`src/bfbm_pkg.sv`:
```
// bfbm_pkg: shared types, codes and constants of the box filter core.
// Used by every module under src except bfbm_ram; depends on nothing.

package bfbm_pkg;

   // defaults for the top-level parameters
   localparam int MAX_ROWS_DEF   = 256;
   localparam int MAX_COLS_DEF   = 256;
   localparam int PIXEL_BITS_DEF = 16;
   localparam int MAX_RADIUS_DEF = 4;

   // fixed field widths
   localparam int OPCODE_W   = 1;
   localparam int INDEX_W    = 8;
   localparam int PIXEL_IN_W = 16;
   localparam int OUT_W      = 16;
   localparam int CSR_IDX_W  = 2;
   localparam int CSR_DATA_W = 9;
   localparam int COUNT_W    = 9;
   localparam int RAD_W      = 3;
   localparam int MODE_W     = 2;
   localparam int STEP_W     = 4;

   // opcodes
   localparam logic [OPCODE_W-1:0] OPC_WRITE = 1'b0;
   localparam logic [OPCODE_W-1:0] OPC_QUERY = 1'b1;

   // register indexes
   localparam logic [CSR_IDX_W-1:0] CSR_ROW_COUNT     = 2'd0;
   localparam logic [CSR_IDX_W-1:0] CSR_COL_COUNT     = 2'd1;
   localparam logic [CSR_IDX_W-1:0] CSR_KERNEL_RADIUS = 2'd2;
   localparam logic [CSR_IDX_W-1:0] CSR_BORDER_MODE   = 2'd3;

   // register reset values
   localparam logic [COUNT_W-1:0] ROW_COUNT_RST     = 9'd256;
   localparam logic [COUNT_W-1:0] COL_COUNT_RST     = 9'd256;
   localparam logic [RAD_W-1:0]   KERNEL_RADIUS_RST = 3'd1;
   localparam logic [MODE_W-1:0]  BORDER_MODE_RST   = 2'd0;

   // border modes; the unused code behaves as zero fill
   localparam logic [MODE_W-1:0] BORDER_ZERO = 2'd0;
   localparam logic [MODE_W-1:0] BORDER_WRAP = 2'd1;
   localparam logic [MODE_W-1:0] BORDER_EDGE = 2'd2;

   // window areas for radius 1..4
   localparam int AREA_R1 = 9;
   localparam int AREA_R2 = 25;
   localparam int AREA_R3 = 49;
   localparam int AREA_R4 = 81;

   // datapath operation of one microcode step
   typedef enum logic [2:0] {
      OP_NONE  = 3'd0,
      OP_LATCH = 3'd1,
      OP_BACK  = 3'd2,
      OP_READ  = 3'd3,
      OP_WRITE = 3'd4,
      OP_EMIT  = 3'd5
   } bfbm_op_type;

   // jump condition of one microcode step
   typedef enum logic [2:0] {
      COND_NEVER     = 3'd0,
      COND_ALWAYS    = 3'd1,
      COND_NO_START  = 3'd2,
      COND_IS_WRITE  = 3'd3,
      COND_OUTSIDE   = 3'd4,
      COND_K_NOT_ONE = 3'd5,
      COND_NOT_LAST  = 3'd6
   } bfbm_cond_type;

   // microprogram addresses
   typedef enum logic [STEP_W-1:0] {
      STEP_IDLE      = 4'd0,
      STEP_DISPATCH  = 4'd1,
      STEP_CHECK     = 4'd2,
      STEP_BACK      = 4'd3,
      STEP_READ      = 4'd4,
      STEP_DRAIN_MUL = 4'd5,
      STEP_DRAIN_ACC = 4'd6,
      STEP_EMIT      = 4'd7,
      STEP_WRITE     = 4'd8
   } bfbm_step_type;

   typedef struct packed {
      bfbm_op_type   op;
      bfbm_cond_type cond;
      bfbm_step_type target;
   } bfbm_ctrl_type;

   typedef struct packed {
      logic is_write;
      logic outside;
      logic k_not_one;
      logic not_last;
   } bfbm_status_type;

endpackage

```
`src/bfbm_seq.sv`:
```
// bfbm_seq: microprogram ROM, step counter and jump logic.
// Depends on bfbm_pkg.

module bfbm_seq (
   input  logic                     clock,
   input  logic                     reset,
   input  logic                     start,
   input  bfbm_pkg::bfbm_status_type status,
   output bfbm_pkg::bfbm_ctrl_type   ctrl,
   output logic                     busy
);

   bfbm_pkg::bfbm_step_type pc_ff, pc_in;
   logic                    taken;

   // microprogram ROM
   always_comb begin
      unique case (pc_ff)
         bfbm_pkg::STEP_IDLE:
            ctrl = '{bfbm_pkg::OP_LATCH, bfbm_pkg::COND_NO_START, bfbm_pkg::STEP_IDLE};
         bfbm_pkg::STEP_DISPATCH:
            ctrl = '{bfbm_pkg::OP_NONE, bfbm_pkg::COND_IS_WRITE, bfbm_pkg::STEP_WRITE};
         bfbm_pkg::STEP_CHECK:
            ctrl = '{bfbm_pkg::OP_NONE, bfbm_pkg::COND_OUTSIDE, bfbm_pkg::STEP_EMIT};
         bfbm_pkg::STEP_BACK:
            ctrl = '{bfbm_pkg::OP_BACK, bfbm_pkg::COND_K_NOT_ONE, bfbm_pkg::STEP_BACK};
         bfbm_pkg::STEP_READ:
            ctrl = '{bfbm_pkg::OP_READ, bfbm_pkg::COND_NOT_LAST, bfbm_pkg::STEP_READ};
         bfbm_pkg::STEP_DRAIN_MUL:
            ctrl = '{bfbm_pkg::OP_NONE, bfbm_pkg::COND_NEVER, bfbm_pkg::STEP_IDLE};
         bfbm_pkg::STEP_DRAIN_ACC:
            ctrl = '{bfbm_pkg::OP_NONE, bfbm_pkg::COND_NEVER, bfbm_pkg::STEP_IDLE};
         bfbm_pkg::STEP_EMIT:
            ctrl = '{bfbm_pkg::OP_EMIT, bfbm_pkg::COND_ALWAYS, bfbm_pkg::STEP_IDLE};
         bfbm_pkg::STEP_WRITE:
            ctrl = '{bfbm_pkg::OP_WRITE, bfbm_pkg::COND_ALWAYS, bfbm_pkg::STEP_IDLE};
         default:
            ctrl = '{bfbm_pkg::OP_NONE, bfbm_pkg::COND_ALWAYS, bfbm_pkg::STEP_IDLE};
      endcase
   end

   // next step
   always_comb begin
      unique case (ctrl.cond)
         bfbm_pkg::COND_NEVER:     taken = 1'b0;
         bfbm_pkg::COND_ALWAYS:    taken = 1'b1;
         bfbm_pkg::COND_NO_START:  taken = !start;
         bfbm_pkg::COND_IS_WRITE:  taken = status.is_write;
         bfbm_pkg::COND_OUTSIDE:   taken = status.outside;
         bfbm_pkg::COND_K_NOT_ONE: taken = status.k_not_one;
         bfbm_pkg::COND_NOT_LAST:  taken = status.not_last;
         default:                  taken = 1'b1;
      endcase
      if (taken) begin
         pc_in = ctrl.target;
      end else begin
         pc_in = bfbm_pkg::bfbm_step_type'(pc_ff + 4'd1);
      end
   end

   always_ff @(posedge clock) begin
      if (reset) begin
         pc_ff <= bfbm_pkg::STEP_IDLE;
      end else begin
         pc_ff <= pc_in;
      end
   end

   assign busy = (pc_ff != bfbm_pkg::STEP_IDLE);

endmodule

```
`config.mk`:
```
export PLATFORM = sky130hd
export DESIGN_NAME = bfbm_seq
export DESIGN_NICKNAME = d
export VERILOG_FILES = /design/src/bfbm_pkg.sv /design/src/bfbm_seq.sv
export SDC_FILE = /design/constraint.sdc
export NUM_CORES = 1
export LEC_CHECK = 0
export BUFFER_PORTS_ARGS = -buffer_cell sky130_fd_sc_hd__buf_2
export CAP_MARGIN = 20
export CORE_MARGIN = 5
export CORE_UTILIZATION = 46
export DETAILED_ROUTE_END_ITERATION = 12
export GPL_ROUTABILITY_DRIVEN = 0
export PLACE_DENSITY = 0.78
export SLEW_MARGIN = 20
export SYNTH_ARGS = -nofsm -noshare
export SYNTH_HDL_FRONTEND = slang
export SYNTH_SLANG_ARGS = --single-unit
```
`constraint.sdc`:
```
create_clock -name clock -period 2.05 [get_ports clock]
set_input_delay 0.3075 -clock clock [delete_from_list [all_inputs] [get_ports clock]]
set_output_delay 0.3075 -clock clock [all_outputs]
set_load 0.01 [all_outputs]
```
==> run summary <==
Power per standard cell area = 1450 nW/um^2
Sequential area share after synthesis = 33.4%
Via count = 772
Peak VDD IR = 0.706 mV
Hold Startpoint = reset
Initial DRT Pass Iterations = 4
Crit-path cells = nand4bb_1 > o311a_4 > nand2_2 > buf_4 > a21boi_4 > ha_4 > nor2b_4 > o211ai_1 > a21oi_1
Yosys warning count = 0
Post-route cell area = 1070 um^2
Layout area overhead = 37.6%
Worst r2r path cells = 9
Outcome = finished clean
Routed Antenna Nets = 0
Max-slew violations = 0
Vias per inst = 6.03
MaxCap Viol Count = 0
Worst Path Arrival = 2180 ps
Worst hold stages = 3
Asr flop ratio synth = 0%
Slowest CP cell = dfxtp_4
Crit path from = ctrl[6]$_SDFF_PP0_
Most frequent cells in the layout = 17 x buf_2, 11 x buf_4, 10 x dfxtp_1
Syn nets = 95
Die width = 51.1 um
PortBufs = 17
WP buf/inv = 1
Most common cell after layout, fill and taps aside = buf_2
Pleak = 0.497 nW
DP HPWL = 1440 um
ANT cells = 0
Netlist cell types = 40
# DRC = 0
Layout cells sized above 1 = 50.9%
CTS Buf Count = 3
Multi-input logic area = 569 um^2
EDFF count, synth = 0
Final setup fails = 0
Die Y = 51.1 um
Number of synthesized register bits = 13
Tmin final = 1980 ps
Clock buffer depth = 2
Non-Filler Instances = 128
FF/Latch Area = 269 um^2
Vias in the first global route = 747
Max Used Layer = met4
Fmax = 505 MHz
Metal-1 WL = 931 um
CP Class = register to register
CTS Sinks = 13
Initial antenna violation count = 0
Skew final = 6.75 ps
H-Tree Depth = 1
Post-DP Area = 913 um^2
Worst-path maximum fanout = 8
Worst Setup End Kind = register
Overflow after GRT = 0
Largest net degree at the start of global routing = 9
Nets = 125
Cells after Synth = 83
Core outline area = 1560 um^2
Clock-pin transition on the worst setup and hold timing paths = 80 ps
Startpoint Class = register
Die Footprint = 2610 um^2
HP Class = input pin to register
Mapped Area = 778 um^2
Overall Global Routing Usage = 17.7%
Met3 Wirelength = 114 um
WL/cell = 17.1 um
DP Cell Count = 119
CTS tree = done
Syn Area/Cell = 9.38 um^2
Worst path depth = 9
Initial core utilization = 49.9%
Worst path top cell family by delay = compound AO/OA/AOI/OAI gates
Initial DRC count = 13
Post-synth top flop = dfxtp_1
Filler cell count = 109
DR WL met2 = 1050 um
Worst reg2reg startpoint = ctrl[6]$_SDFF_PP0_
Clock Latency Late Sink = 280 ps
Num ports = 18
Slowest stage delay, CP = 410 ps
Final hold violation count = 0
Final Cycle Share = 96.7%
FP Rows = 14
CTS Root Cell = clkbuf_4
Slew headroom = 56.7%
CP Data Required Time = 2250 ps
Slew @ Worst Pin = 641 ps
First-pass GRT wire length = 3440 um
Post-Route WL = 2190 um
layout make-up:
cell class | count | area share, %
Multi-Input combinational cell | 62 | 53.2
Clock buffer | 4 | 2.45
Sequential cell | 13 | 25.1
Inverter | 5 | 1.75
Tap cell | 16 | 1.87
Timing Repair Buffer | 28 | 15.7
per-stage QoR:
stage	util, %	TNS, ps	hold WS (ps)	power (mW)	setup slack (ps)
2_1_floorplan	-	0	541	0.922	12.4
3_3_place_gp	58.6	-11.5	682	1.14	-8.20
3_5_place_dp	58.6	-176	683	1.16	-77.4
4_1_cts	63.3	0	465	1.39	0.443
5_1_grt	68.7	-22.5	482	1.65	-10.8
6_report	68.7	0	474	1.55	68.2
per-layer routing:
metal / vias to the layer above / global-route usage, %
met5: - / 0
met4: 0 / 12.6
met3: 11 / 3.20
met2: 34 / 29.0
met1: 362 / 20.8
li1: 365 / -
Yosys cell counts, drive strengths merged (2+ instances only):
library cell / n / area [um^2]
dfxtp: 13 / 260
or2: 2 / 12.5
o21ai: 2 / 10.0
o21bai: 2 / 15.0
o211ai: 5 / 37.5
nand3: 2 / 10.0
nand2: 5 / 18.8
a31o: 2 / 17.5
nor2: 4 / 17.5
buf: 2 / 18.8
inv: 5 / 18.8
ha: 5 / 62.6
xnor2: 2 / 17.5
a31oi: 2 / 18.8
nor2b: 6 / 37.5
a21oi: 5 / 25.0
final timing paths:
check	slack, ps	endpoint
max	70	ctrl[6]$_SDFF_PP0_
min	470	ctrl[9]$_DFF_P_
max reg2reg	70	ctrl[6]$_SDFF_PP0_
min reg2reg	700	pc_ff[0]$_SDFF_PP0_
logic make-up after synthesis:
kind of cell,Yosys count,share of synthesized area (%)
flops,13,33.4
fa+ha+maj,5,8.04
compound gates,24,24.1
buf+inv,8,5.30
simple gates,29,23.6
xor+xnor,2,2.25
mux,2,3.21
report_power, final:
| part | switching (mW) | internal (mW) |
|---|---|---|
| logic | 0.466 | 0.485 |
| clock network | 0.0861 | 0.0757 |
| registers | 0.0837 | 0.358 |
worst reg2reg max path, cell delays in order, from the launching register on:
cell and delay [ps]:
dfxtp_4 410, nand4bb_1 190, o311a_4 240, nand2_2 60, buf_4 150, a21boi_4 180, ha_4 160, nor2b_4 140
o211ai_1 170, a21oi_1 200
what timing repair did:
action	4_1_cts	5_1_grt
resized for setup	6	12
hold buffers	0	0
pin swaps	1	3
buffers inserted	2	3
endpoints found under the setup margin	4	7
state kept, by name (all words and copies together), names as in the netlist:
name / count
ctrl: 9
pc_ff: 4
No activity file was read; power rests on OpenSTA's default activity.
