[config.mk]
export PLATFORM = sky130hd
export DESIGN_NAME = bfbm_dp
export DESIGN_NICKNAME = d
export VERILOG_FILES = /design/src/bfbm_pkg.sv /design/src/bfbm_dp.sv
export SDC_FILE = /design/constraint.sdc
export NUM_CORES = 1
export LEC_CHECK = 0
export BUFFER_PORTS_ARGS = -buffer_cell sky130_fd_sc_hd__buf_2
export CAP_MARGIN = 10
export CORE_MARGIN = 4
export CORE_UTILIZATION = 50
export CTS_BUF_LIST = sky130_fd_sc_hd__clkbuf_16
export CTS_CLUSTER_DIAMETER = 60
export CTS_CLUSTER_SIZE = 28
export DETAILED_ROUTE_END_ITERATION = 12
export GPL_ROUTABILITY_DRIVEN = 0
export GPL_TIMING_DRIVEN = 0
export PLACE_DENSITY = 0.78
export SLEW_MARGIN = 20
export SYNTH_ARGS = -nofsm -noshare
export SYNTH_HDL_FRONTEND = slang
export SYNTH_SLANG_ARGS = --single-unit
[constraint.sdc]
create_clock -name clock -period 9.8 [get_ports clock]
set_clock_uncertainty 0.1 [all_clocks]
set_input_delay 1.96 -clock clock [delete_from_list [all_inputs] [get_ports clock]]
set_output_delay 1.96 -clock clock [all_outputs]
set_load 0.05 [all_outputs]
[src/bfbm_pkg.sv]
// bfbm_pkg: shared types, codes and constants of the box filter core.
// Used by every module under src except bfbm_ram; depends on nothing.

package bfbm_pkg;

   // defaults for the top-level parameters
   localparam int MAX_ROWS_DEF   = 256;
   localparam int MAX_COLS_DEF   = 256;
   localparam int PIXEL_BITS_DEF = 16;
   localparam int MAX_RADIUS_DEF = 4;

   // fixed field widths
   localparam int OPCODE_W   = 1;
   localparam int INDEX_W    = 8;
   localparam int PIXEL_IN_W = 16;
   localparam int OUT_W      = 16;
   localparam int CSR_IDX_W  = 2;
   localparam int CSR_DATA_W = 9;
   localparam int COUNT_W    = 9;
   localparam int RAD_W      = 3;
   localparam int MODE_W     = 2;
   localparam int STEP_W     = 4;

   // opcodes
   localparam logic [OPCODE_W-1:0] OPC_WRITE = 1'b0;
   localparam logic [OPCODE_W-1:0] OPC_QUERY = 1'b1;

   // register indexes
   localparam logic [CSR_IDX_W-1:0] CSR_ROW_COUNT     = 2'd0;
   localparam logic [CSR_IDX_W-1:0] CSR_COL_COUNT     = 2'd1;
   localparam logic [CSR_IDX_W-1:0] CSR_KERNEL_RADIUS = 2'd2;
   localparam logic [CSR_IDX_W-1:0] CSR_BORDER_MODE   = 2'd3;

   // register reset values
   localparam logic [COUNT_W-1:0] ROW_COUNT_RST     = 9'd256;
   localparam logic [COUNT_W-1:0] COL_COUNT_RST     = 9'd256;
   localparam logic [RAD_W-1:0]   KERNEL_RADIUS_RST = 3'd1;
   localparam logic [MODE_W-1:0]  BORDER_MODE_RST   = 2'd0;

   // border modes; the unused code behaves as zero fill
   localparam logic [MODE_W-1:0] BORDER_ZERO = 2'd0;
   localparam logic [MODE_W-1:0] BORDER_WRAP = 2'd1;
   localparam logic [MODE_W-1:0] BORDER_EDGE = 2'd2;

   // window areas for radius 1..4
   localparam int AREA_R1 = 9;
   localparam int AREA_R2 = 25;
   localparam int AREA_R3 = 49;
   localparam int AREA_R4 = 81;

   // datapath operation of one microcode step
   typedef enum logic [2:0] {
      OP_NONE  = 3'd0,
      OP_LATCH = 3'd1,
      OP_BACK  = 3'd2,
      OP_READ  = 3'd3,
      OP_WRITE = 3'd4,
      OP_EMIT  = 3'd5
   } bfbm_op_type;

   // jump condition of one microcode step
   typedef enum logic [2:0] {
      COND_NEVER     = 3'd0,
      COND_ALWAYS    = 3'd1,
      COND_NO_START  = 3'd2,
      COND_IS_WRITE  = 3'd3,
      COND_OUTSIDE   = 3'd4,
      COND_K_NOT_ONE = 3'd5,
      COND_NOT_LAST  = 3'd6
   } bfbm_cond_type;

   // microprogram addresses
   typedef enum logic [STEP_W-1:0] {
      STEP_IDLE      = 4'd0,
      STEP_DISPATCH  = 4'd1,
      STEP_CHECK     = 4'd2,
      STEP_BACK      = 4'd3,
      STEP_READ      = 4'd4,
      STEP_DRAIN_MUL = 4'd5,
      STEP_DRAIN_ACC = 4'd6,
      STEP_EMIT      = 4'd7,
      STEP_WRITE     = 4'd8
   } bfbm_step_type;

   typedef struct packed {
      bfbm_op_type   op;
      bfbm_cond_type cond;
      bfbm_step_type target;
   } bfbm_ctrl_type;

   typedef struct packed {
      logic is_write;
      logic outside;
      logic k_not_one;
      logic not_last;
   } bfbm_status_type;

endpackage

[src/bfbm_dp.sv]
// bfbm_dp: config registers, window walk, address forming, divide and sum.
// Depends on bfbm_pkg; driven by bfbm_seq, reads and writes bfbm_ram.

module bfbm_dp #(
   parameter int MAX_ROWS   = bfbm_pkg::MAX_ROWS_DEF,
   parameter int MAX_COLS   = bfbm_pkg::MAX_COLS_DEF,
   parameter int PIXEL_BITS = bfbm_pkg::PIXEL_BITS_DEF,
   parameter int MAX_RADIUS = bfbm_pkg::MAX_RADIUS_DEF,
   localparam int ADDR_W    = $clog2(MAX_ROWS * MAX_COLS)
) (
   input  logic                                clock,
   input  logic                                reset,
   input  logic                                start,
   input  logic [bfbm_pkg::OPCODE_W-1:0]       req_opcode,
   input  logic [bfbm_pkg::INDEX_W-1:0]        req_row_index,
   input  logic [bfbm_pkg::INDEX_W-1:0]        req_col_index,
   input  logic [bfbm_pkg::PIXEL_IN_W-1:0]     req_pixel_value,
   input  logic                                csr_write_enable,
   input  logic [bfbm_pkg::CSR_IDX_W-1:0]      csr_index,
   input  logic [bfbm_pkg::CSR_DATA_W-1:0]     csr_data,
   input  bfbm_pkg::bfbm_ctrl_type             ctrl,
   output bfbm_pkg::bfbm_status_type           status,
   output logic                                ram_we,
   output logic                                ram_re,
   output logic [ADDR_W-1:0]                   ram_addr,
   output logic [PIXEL_BITS-1:0]               ram_wdata,
   input  logic [PIXEL_BITS-1:0]               ram_rdata,
   output logic                                rsp_strobe,
   output logic [bfbm_pkg::OUT_W-1:0]          rsp_filtered_value
);

   localparam int ROW_W  = $clog2(MAX_ROWS);
   localparam int COL_W  = $clog2(MAX_COLS);
   localparam int NR_W   = $clog2(MAX_ROWS + 1);
   localparam int NC_W   = $clog2(MAX_COLS + 1);
   localparam int RAW_RW = $clog2(MAX_ROWS + MAX_RADIUS + 1) + 1;
   localparam int RAW_CW = $clog2(MAX_COLS + MAX_RADIUS + 1) + 1;
   localparam int PROD_W = 2 * PIXEL_BITS + 1;
   localparam int ACC_W  = (PIXEL_BITS + 7 > bfbm_pkg::OUT_W) ? PIXEL_BITS + 7
                                                               : bfbm_pkg::OUT_W;
   localparam int RAD_W  = bfbm_pkg::RAD_W;

   // reciprocals ceil(2^(PIXEL_BITS+s)/area), s = clog2(area); exact for all pixels
   localparam int SH1 = PIXEL_BITS + $clog2(bfbm_pkg::AREA_R1);
   localparam int SH2 = PIXEL_BITS + $clog2(bfbm_pkg::AREA_R2);
   localparam int SH3 = PIXEL_BITS + $clog2(bfbm_pkg::AREA_R3);
   localparam int SH4 = PIXEL_BITS + $clog2(bfbm_pkg::AREA_R4);
   localparam logic [63:0] RECIP1_WIDE =
      ((64'd1 << SH1) + 64'(bfbm_pkg::AREA_R1 - 1)) / 64'(bfbm_pkg::AREA_R1);
   localparam logic [63:0] RECIP2_WIDE =
      ((64'd1 << SH2) + 64'(bfbm_pkg::AREA_R2 - 1)) / 64'(bfbm_pkg::AREA_R2);
   localparam logic [63:0] RECIP3_WIDE =
      ((64'd1 << SH3) + 64'(bfbm_pkg::AREA_R3 - 1)) / 64'(bfbm_pkg::AREA_R3);
   localparam logic [63:0] RECIP4_WIDE =
      ((64'd1 << SH4) + 64'(bfbm_pkg::AREA_R4 - 1)) / 64'(bfbm_pkg::AREA_R4);
   localparam logic [PIXEL_BITS:0] RECIP1 = RECIP1_WIDE[PIXEL_BITS:0];
   localparam logic [PIXEL_BITS:0] RECIP2 = RECIP2_WIDE[PIXEL_BITS:0];
   localparam logic [PIXEL_BITS:0] RECIP3 = RECIP3_WIDE[PIXEL_BITS:0];
   localparam logic [PIXEL_BITS:0] RECIP4 = RECIP4_WIDE[PIXEL_BITS:0];

   // config registers
   logic [bfbm_pkg::COUNT_W-1:0] row_count_ff, row_count_in;
   logic [bfbm_pkg::COUNT_W-1:0] col_count_ff, col_count_in;
   logic [RAD_W-1:0]             kernel_radius_ff, kernel_radius_in;
   logic [bfbm_pkg::MODE_W-1:0]  border_mode_ff, border_mode_in;

   // latched word
   logic [bfbm_pkg::OPCODE_W-1:0]   opcode_ff, opcode_in;
   logic [bfbm_pkg::INDEX_W-1:0]    row_ff, row_in;
   logic [bfbm_pkg::INDEX_W-1:0]    col_ff, col_in;
   logic [bfbm_pkg::PIXEL_IN_W-1:0] pixel_ff, pixel_in;

   // window walk
   logic signed [RAW_RW-1:0] raw_r_ff, raw_r_in, r_end_ff, r_end_in;
   logic signed [RAW_CW-1:0] raw_c_ff, raw_c_in, c_end_ff, c_end_in;
   logic signed [RAW_CW-1:0] raw_c0_ff, raw_c0_in;
   logic [ROW_W-1:0]         wrap_r_ff, wrap_r_in;
   logic [COL_W-1:0]         wrap_c_ff, wrap_c_in, wrap_c0_ff, wrap_c0_in;
   logic [RAD_W-1:0]         k_ff, k_in;

   // divide and sum pipeline
   logic                v1_ff, v1_in, v2_ff, v2_in;
   logic [PROD_W-1:0]   prod_ff, prod_in;
   logic [ACC_W-1:0]    acc_ff, acc_in;

   logic [NR_W-1:0]          nr;
   logic [NC_W-1:0]          nc;
   logic [RAD_W-1:0]         rad;
   logic signed [RAW_RW-1:0] nr_s, row_s, rad_rs;
   logic signed [RAW_CW-1:0] nc_s, col_s, rad_cs;
   logic [ROW_W-1:0]         wrap_r_inc, wrap_r_dec, edge_r, eff_r;
   logic [COL_W-1:0]         wrap_c_inc, wrap_c_dec, edge_c, eff_c;
   logic                     in_frame, sample_ok, outside, latch_en;
   logic [PIXEL_BITS:0]      recip;
   logic [PIXEL_BITS-1:0]    quo;

   // effective frame size and radius
   always_comb begin
      if (row_count_ff == '0) begin
         nr = NR_W'(1);
      end else if (32'(row_count_ff) > MAX_ROWS) begin
         nr = NR_W'(MAX_ROWS);
      end else begin
         nr = NR_W'(row_count_ff);
      end
      if (col_count_ff == '0) begin
         nc = NC_W'(1);
      end else if (32'(col_count_ff) > MAX_COLS) begin
         nc = NC_W'(MAX_COLS);
      end else begin
         nc = NC_W'(col_count_ff);
      end
      if (kernel_radius_ff == '0) begin
         rad = RAD_W'(1);
      end else if (32'(kernel_radius_ff) > MAX_RADIUS) begin
         rad = RAD_W'(MAX_RADIUS);
      end else begin
         rad = kernel_radius_ff;
      end
   end

   assign nr_s   = RAW_RW'($signed({1'b0, nr}));
   assign nc_s   = RAW_CW'($signed({1'b0, nc}));
   assign row_s  = RAW_RW'($signed({1'b0, req_row_index}));
   assign col_s  = RAW_CW'($signed({1'b0, req_col_index}));
   assign rad_rs = RAW_RW'($signed({1'b0, rad}));
   assign rad_cs = RAW_CW'($signed({1'b0, rad}));

   assign outside = (32'(row_ff) >= 32'(nr)) || (32'(col_ff) >= 32'(nc));
   assign latch_en = (ctrl.op == bfbm_pkg::OP_LATCH) && start;

   // wrap counters track each coordinate modulo the frame size
   assign wrap_r_inc = (NR_W'(wrap_r_ff) == nr - NR_W'(1)) ? '0 : wrap_r_ff + ROW_W'(1);
   assign wrap_r_dec = (wrap_r_ff == '0) ? ROW_W'(nr - NR_W'(1)) : wrap_r_ff - ROW_W'(1);
   assign wrap_c_inc = (NC_W'(wrap_c_ff) == nc - NC_W'(1)) ? '0 : wrap_c_ff + COL_W'(1);
   assign wrap_c_dec = (wrap_c_ff == '0) ? COL_W'(nc - NC_W'(1)) : wrap_c_ff - COL_W'(1);

   // nearest edge clamp
   always_comb begin
      if (raw_r_ff < 0) begin
         edge_r = '0;
      end else if (raw_r_ff >= nr_s) begin
         edge_r = ROW_W'(nr - NR_W'(1));
      end else begin
         edge_r = ROW_W'(raw_r_ff);
      end
      if (raw_c_ff < 0) begin
         edge_c = '0;
      end else if (raw_c_ff >= nc_s) begin
         edge_c = COL_W'(nc - NC_W'(1));
      end else begin
         edge_c = COL_W'(raw_c_ff);
      end
   end

   assign in_frame = (raw_r_ff >= 0) && (raw_r_ff < nr_s)
                     && (raw_c_ff >= 0) && (raw_c_ff < nc_s);

   always_comb begin
      unique case (border_mode_ff)
         bfbm_pkg::BORDER_WRAP: begin
            eff_r     = wrap_r_ff;
            eff_c     = wrap_c_ff;
            sample_ok = 1'b1;
         end
         bfbm_pkg::BORDER_EDGE: begin
            eff_r     = edge_r;
            eff_c     = edge_c;
            sample_ok = 1'b1;
         end
         default: begin
            eff_r     = ROW_W'(raw_r_ff);
            eff_c     = COL_W'(raw_c_ff);
            sample_ok = in_frame;
         end
      endcase
   end

   // frame memory port
   always_comb begin
      ram_we    = (ctrl.op == bfbm_pkg::OP_WRITE) && !outside;
      ram_re    = (ctrl.op == bfbm_pkg::OP_READ);
      ram_wdata = PIXEL_BITS'(pixel_ff);
      if (ctrl.op == bfbm_pkg::OP_WRITE) begin
         ram_addr = ADDR_W'(ROW_W'(row_ff)) * ADDR_W'(MAX_COLS) + ADDR_W'(COL_W'(col_ff));
      end else begin
         ram_addr = ADDR_W'(eff_r) * ADDR_W'(MAX_COLS) + ADDR_W'(eff_c);
      end
   end

   // reciprocal and shift by window area
   always_comb begin
      unique case (rad)
         3'd2: begin
            recip = RECIP2;
            quo   = PIXEL_BITS'(prod_ff >> SH2);
         end
         3'd3: begin
            recip = RECIP3;
            quo   = PIXEL_BITS'(prod_ff >> SH3);
         end
         3'd4: begin
            recip = RECIP4;
            quo   = PIXEL_BITS'(prod_ff >> SH4);
         end
         default: begin
            recip = RECIP1;
            quo   = PIXEL_BITS'(prod_ff >> SH1);
         end
      endcase
   end

   // config writes
   always_comb begin
      row_count_in     = row_count_ff;
      col_count_in     = col_count_ff;
      kernel_radius_in = kernel_radius_ff;
      border_mode_in   = border_mode_ff;
      if (csr_write_enable) begin
         unique case (csr_index)
            bfbm_pkg::CSR_ROW_COUNT:     row_count_in     = csr_data;
            bfbm_pkg::CSR_COL_COUNT:     col_count_in     = csr_data;
            bfbm_pkg::CSR_KERNEL_RADIUS: kernel_radius_in = csr_data[RAD_W-1:0];
            bfbm_pkg::CSR_BORDER_MODE:   border_mode_in   = csr_data[bfbm_pkg::MODE_W-1:0];
            default:                     row_count_in     = row_count_ff;
         endcase
      end
   end

   // word latch and window walk
   always_comb begin
      opcode_in  = opcode_ff;
      row_in     = row_ff;
      col_in     = col_ff;
      pixel_in   = pixel_ff;
      raw_r_in   = raw_r_ff;
      raw_c_in   = raw_c_ff;
      raw_c0_in  = raw_c0_ff;
      r_end_in   = r_end_ff;
      c_end_in   = c_end_ff;
      wrap_r_in  = wrap_r_ff;
      wrap_c_in  = wrap_c_ff;
      wrap_c0_in = wrap_c0_ff;
      k_in       = k_ff;
      unique case (ctrl.op)
         bfbm_pkg::OP_LATCH: begin
            if (start) begin
               opcode_in = req_opcode;
               row_in    = req_row_index;
               col_in    = req_col_index;
               pixel_in  = req_pixel_value;
               raw_r_in  = row_s;
               raw_c_in  = col_s;
               r_end_in  = row_s + rad_rs;
               c_end_in  = col_s + rad_cs;
               wrap_r_in = ROW_W'(req_row_index);
               wrap_c_in = COL_W'(req_col_index);
               k_in      = rad;
            end
         end
         bfbm_pkg::OP_BACK: begin
            // step to the top left corner; last step leaves the row start
            raw_r_in   = raw_r_ff - RAW_RW'(1);
            raw_c_in   = raw_c_ff - RAW_CW'(1);
            raw_c0_in  = raw_c_ff - RAW_CW'(1);
            wrap_r_in  = wrap_r_dec;
            wrap_c_in  = wrap_c_dec;
            wrap_c0_in = wrap_c_dec;
            k_in       = k_ff - RAD_W'(1);
         end
         bfbm_pkg::OP_READ: begin
            if (raw_c_ff == c_end_ff) begin
               raw_c_in  = raw_c0_ff;
               wrap_c_in = wrap_c0_ff;
               raw_r_in  = raw_r_ff + RAW_RW'(1);
               wrap_r_in = wrap_r_inc;
            end else begin
               raw_c_in  = raw_c_ff + RAW_CW'(1);
               wrap_c_in = wrap_c_inc;
            end
         end
         default: begin
            k_in = k_ff;
         end
      endcase
   end

   // read -> multiply -> shift and add
   always_comb begin
      v1_in   = (ctrl.op == bfbm_pkg::OP_READ) && sample_ok;
      v2_in   = v1_ff;
      prod_in = v1_ff ? PROD_W'(ram_rdata) * PROD_W'(recip) : '0;
      if (latch_en) begin
         acc_in = '0;
      end else if (v2_ff) begin
         acc_in = acc_ff + ACC_W'(quo);
      end else begin
         acc_in = acc_ff;
      end
   end

   always_ff @(posedge clock) begin
      if (reset) begin
         row_count_ff     <= bfbm_pkg::ROW_COUNT_RST;
         col_count_ff     <= bfbm_pkg::COL_COUNT_RST;
         kernel_radius_ff <= bfbm_pkg::KERNEL_RADIUS_RST;
         border_mode_ff   <= bfbm_pkg::BORDER_MODE_RST;
         v1_ff            <= 1'b0;
         v2_ff            <= 1'b0;
      end else begin
         row_count_ff     <= row_count_in;
         col_count_ff     <= col_count_in;
         kernel_radius_ff <= kernel_radius_in;
         border_mode_ff   <= border_mode_in;
         v1_ff            <= v1_in;
         v2_ff            <= v2_in;
      end
   end

   always_ff @(posedge clock) begin
      opcode_ff  <= opcode_in;
      row_ff     <= row_in;
      col_ff     <= col_in;
      pixel_ff   <= pixel_in;
      raw_r_ff   <= raw_r_in;
      raw_c_ff   <= raw_c_in;
      raw_c0_ff  <= raw_c0_in;
      r_end_ff   <= r_end_in;
      c_end_ff   <= c_end_in;
      wrap_r_ff  <= wrap_r_in;
      wrap_c_ff  <= wrap_c_in;
      wrap_c0_ff <= wrap_c0_in;
      k_ff       <= k_in;
      prod_ff    <= prod_in;
      acc_ff     <= acc_in;
   end

   always_comb begin
      status.is_write  = (opcode_ff == bfbm_pkg::OPC_WRITE);
      status.outside   = outside;
      status.k_not_one = (k_ff != RAD_W'(1));
      status.not_last  = !((raw_r_ff == r_end_ff) && (raw_c_ff == c_end_ff));
   end

   assign rsp_strobe         = (ctrl.op == bfbm_pkg::OP_EMIT);
   assign rsp_filtered_value = acc_ff[bfbm_pkg::OUT_W-1:0];

endmodule

==> run metrics <==
status completed; Synth Cell Area 18200 sq um; CTS max path bufs 2; unrepaired setup endpoints after global routing false; CP Capture Type register; cell area after layout 20100 sq um; reg2reg end prod_ff[32]; Tcrit/Tclk final 87.6%; Post-CTS Setup Bufs 0; drt drc 0; clock insertion delay at the later pin of the skew report 0.44 ns; Least-Margin Pin Slew 0.981 ns; FF-to-FF path depth 28; average size of a mapped cell 9.21 sq um; Leakage 9.38 nW; EDFF count, synth 108; post-layout util 56.3%; Fin. Hold Viols 0; core box area 35700 sq um; Worst slew margin 34.3%; setup_tns 0 ns; drt initial violations 1335; Worst Hold Path EP acc_ff[15]; HP Start acc_ff[15]; total CTS buffers 17; switching pwr 1.88 mW; I/O Buffers 119; worst hold path depth 2; DR vias/cell 5.78; WS Path Type in2reg; NumNets Final 2583; Routed WL 49900 microns; HP Class reg2reg; largest net degree at the start of global routing 32; R2R Setup Slk 1.41 ns; global route overflow 0; WP data required 10.03 ns; clock sinks 162; DPL Wire Length 40300 microns; Die Span X 199 microns; root buf cell clkbuf_16; pwr dens 206 nW/um^2; routed via count 15000; distinct cell type count after synthesis 67; Tmin final 8.58 ns; initial core utilization 51.0%; vias in the first global route 15300; Hold Slack 0.419 ns; Die ar. 39600 sq um; CTS H-tree lvls 4; async set or reset register ratio after synthesis 0%; crit path max fanout 9; I/O pin count 129; Gate power share 64.0%; Setup Viol. Count Final 0; dominant synthesized flop cell edfxtp_1; TritonCTS clock tree yes; Worst Path Arrival 8.82 ns; Resized cells post-CTS 0; Max-Cap Viols 0; die height 199 microns; Layout Cells excl Fill 2601; synth warn 0; share of layout cells above drive strength 1 8.74%; overall routing resource usage 25.5%; Synth Register Bits 162; cts hold-fix bufs 0; Row Count 69; pre-CTS setup slack 0.741 ns; area delta synth->final 10.2%; placed insts 2568; Flop pwr share 19.3%; drt first pass iters 6; launch point of the worst reg-to-reg path kernel_radius_ff[0]; remaining antenna violation count 0; sequential area share after synthesis 23.7%; clock-pin slew on the worst setup and hold paths 0.07 ns; Max Freq 116 MHz; Max IR drop VDD 214 uV; Slew Limit Fails 0; Clock Power Share 16.7%; final worst setup slack 1.22 ns; number of antenna violations at the first check in global routing 1; Post-DP Area 19500 sq um; Power Internal 2.27 mW; total design power 4.15 mW; Synth Instances 1981; global-route wire length before repair 80000 microns; Worst Setup Start Kind primary input; Switching Fraction 45.2%; wire per inst 19.2 microns
[logic make-up after synthesis]
| logic type | share of synthesized area (%) |
|---|---|
| compound gates | 10.8 |
| xor+xnor | 6.00 |
| fa+ha+maj | 34.2 |
| buf+inv | 8.37 |
| flops | 23.7 |
| mux | 3.06 |
| other cells | 0.0412 |
| simple gates | 13.8 |
[worst max-delay path, cell delays in order]
cell      delay [ns]
buf_2           0.25
nor2b_1         0.63
nand2_1         0.27
fa_1            0.59
inv_1           0.05
fa_1            0.50
inv_1           0.05
fa_1            0.47
inv_1           0.05
fa_1            0.50
fa_1            0.57
inv_1           0.06
fa_1            0.56
inv_1           0.05
ha_1            0.29
a21o_1          0.16
o21ai_0         0.13
a211oi_1        0.72
o32a_1          0.40
a211o_1         0.21
a21oi_2         0.07
xnor2_1         0.11
and2_1          0.15
[how the worst max path moves through the flow]
stage                              from          end  slack, ns  depth (start not counted)
after floorplan           ram_rdata[13]  prod_ff[32]       1.91                         22
after global placement     ram_rdata[8]  prod_ff[32]       0.85                         23
after detailed placement   ram_rdata[8]  prod_ff[32]       0.74                         23
after CTS                  ram_rdata[8]  prod_ff[32]       1.21                         23
after global routing       ram_rdata[8]  prod_ff[32]       0.87                         23
final                      ram_rdata[8]  prod_ff[32]       1.22                         23
[state kept, by name, summed over array words and instances, names as in the netlist, 9 cells and up]
| name | flops |
|---|---|
| raw_r_ff | 10 |
| acc_ff | 16 |
| prod_ff | 13 |
| raw_c0_ff | 10 |
| row_count_ff | 9 |
| ram_wdata | 16 |
| c_end_ff | 9 |
| col_count_ff | 9 |
| r_end_ff | 9 |
| raw_c_ff | 10 |
[cells in the final DEF (no fill, tap or decap), types with 9 or more instances in the layout]
cell / count
buf_2: 122
a21o_1: 23
nand2_1: 166
edfxtp_1: 108
clkbuf_1: 70
xnor2_1: 72
nor4_1: 12
a221oi_1: 16
xor2_1: 53
fa_1: 193
buf_1: 11
nor3_1: 34
o22ai_1: 14
and3_1: 12
a21oi_1: 99
nand3_1: 30
a211oi_1: 11
ha_1: 190
inv_1: 319
nor2_1: 155
o21ai_0: 72
nor3b_1: 9
clkbuf_16: 17
mux2i_1: 49
or3_1: 9
dfxtp_1: 54
nand2b_1: 25
and2_1: 42
nor2b_1: 16
nand4_1: 12
[cell usage after synthesis (3+ instances only)]
library cell | number | area (sq um)
mux2_2 | 6 | 67.6
buf_1 | 11 | 41.3
or3_1 | 9 | 56.3
nand3_1 | 30 | 150
a221oi_1 | 16 | 140
nor3b_1 | 9 | 67.6
a22oi_1 | 3 | 22.5
a311oi_1 | 5 | 43.8
nand2_1 | 166 | 623
xnor2_1 | 72 | 631
fa_1 | 193 | 3860
nand4_1 | 12 | 75.1
inv_1 | 319 | 1200
nor3_1 | 35 | 175
nor2_1 | 156 | 586
clkbuf_1 | 71 | 267
nor2b_1 | 16 | 100
a21o_1 | 23 | 173
a2111oi_0 | 3 | 26.3
a211oi_1 | 11 | 82.6
o22ai_1 | 14 | 87.6
a31o_2 | 5 | 43.8
mux2i_1 | 49 | 490
o21a_1 | 7 | 52.6
dfxtp_1 | 54 | 1080
a21oi_2 | 3 | 26.3
nor4_1 | 12 | 75.1
o21ai_0 | 72 | 360
o21ai_1 | 3 | 15.0
o221ai_1 | 8 | 70.1
o211ai_1 | 4 | 30.0
o21bai_1 | 8 | 60.1
a21oi_1 | 99 | 495
nand3b_1 | 4 | 30.0
ha_1 | 190 | 2380
and3_1 | 12 | 75.1
a211o_1 | 3 | 26.3
edfxtp_1 | 108 | 3240
or2_2 | 5 | 31.3
and2_1 | 42 | 263
nand2b_1 | 25 | 156
xor2_1 | 53 | 464
o31ai_1 | 3 | 22.5
[power by group through the flow]
stage / combinational, mW / clock [mW] / sequential [mW]
detailed placement: 2.63 / 0 / 0.813
global placement: 2.55 / 0 / 0.813
floorplan: 1.98 / 0 / 0.833
finish: 2.65 / 0.694 / 0.799
CTS: 2.65 / 0.699 / 0.798
global route: 3.05 / 0.729 / 0.802
[area by class of cell]
class                   count  area [sq um]
repair buffers            124           651
fillers                  3091         15600
inverters                 320          1200
clock inverters            15           186
plain buffers              85           329
multi-input cells        1416         12400
flip-flops and latches    162          4320
diodes                      1          2.50
well taps                 461           577
clock buffers              17           425
[routing by layer]
layer  GRT usage [%]  wire [microns]
met5               0               0
met1            32.5           19400
met2            43.5           23700
met3            5.59            5170
met4            7.88            1590
No activity file was read; power rests on OpenSTA's default activity.
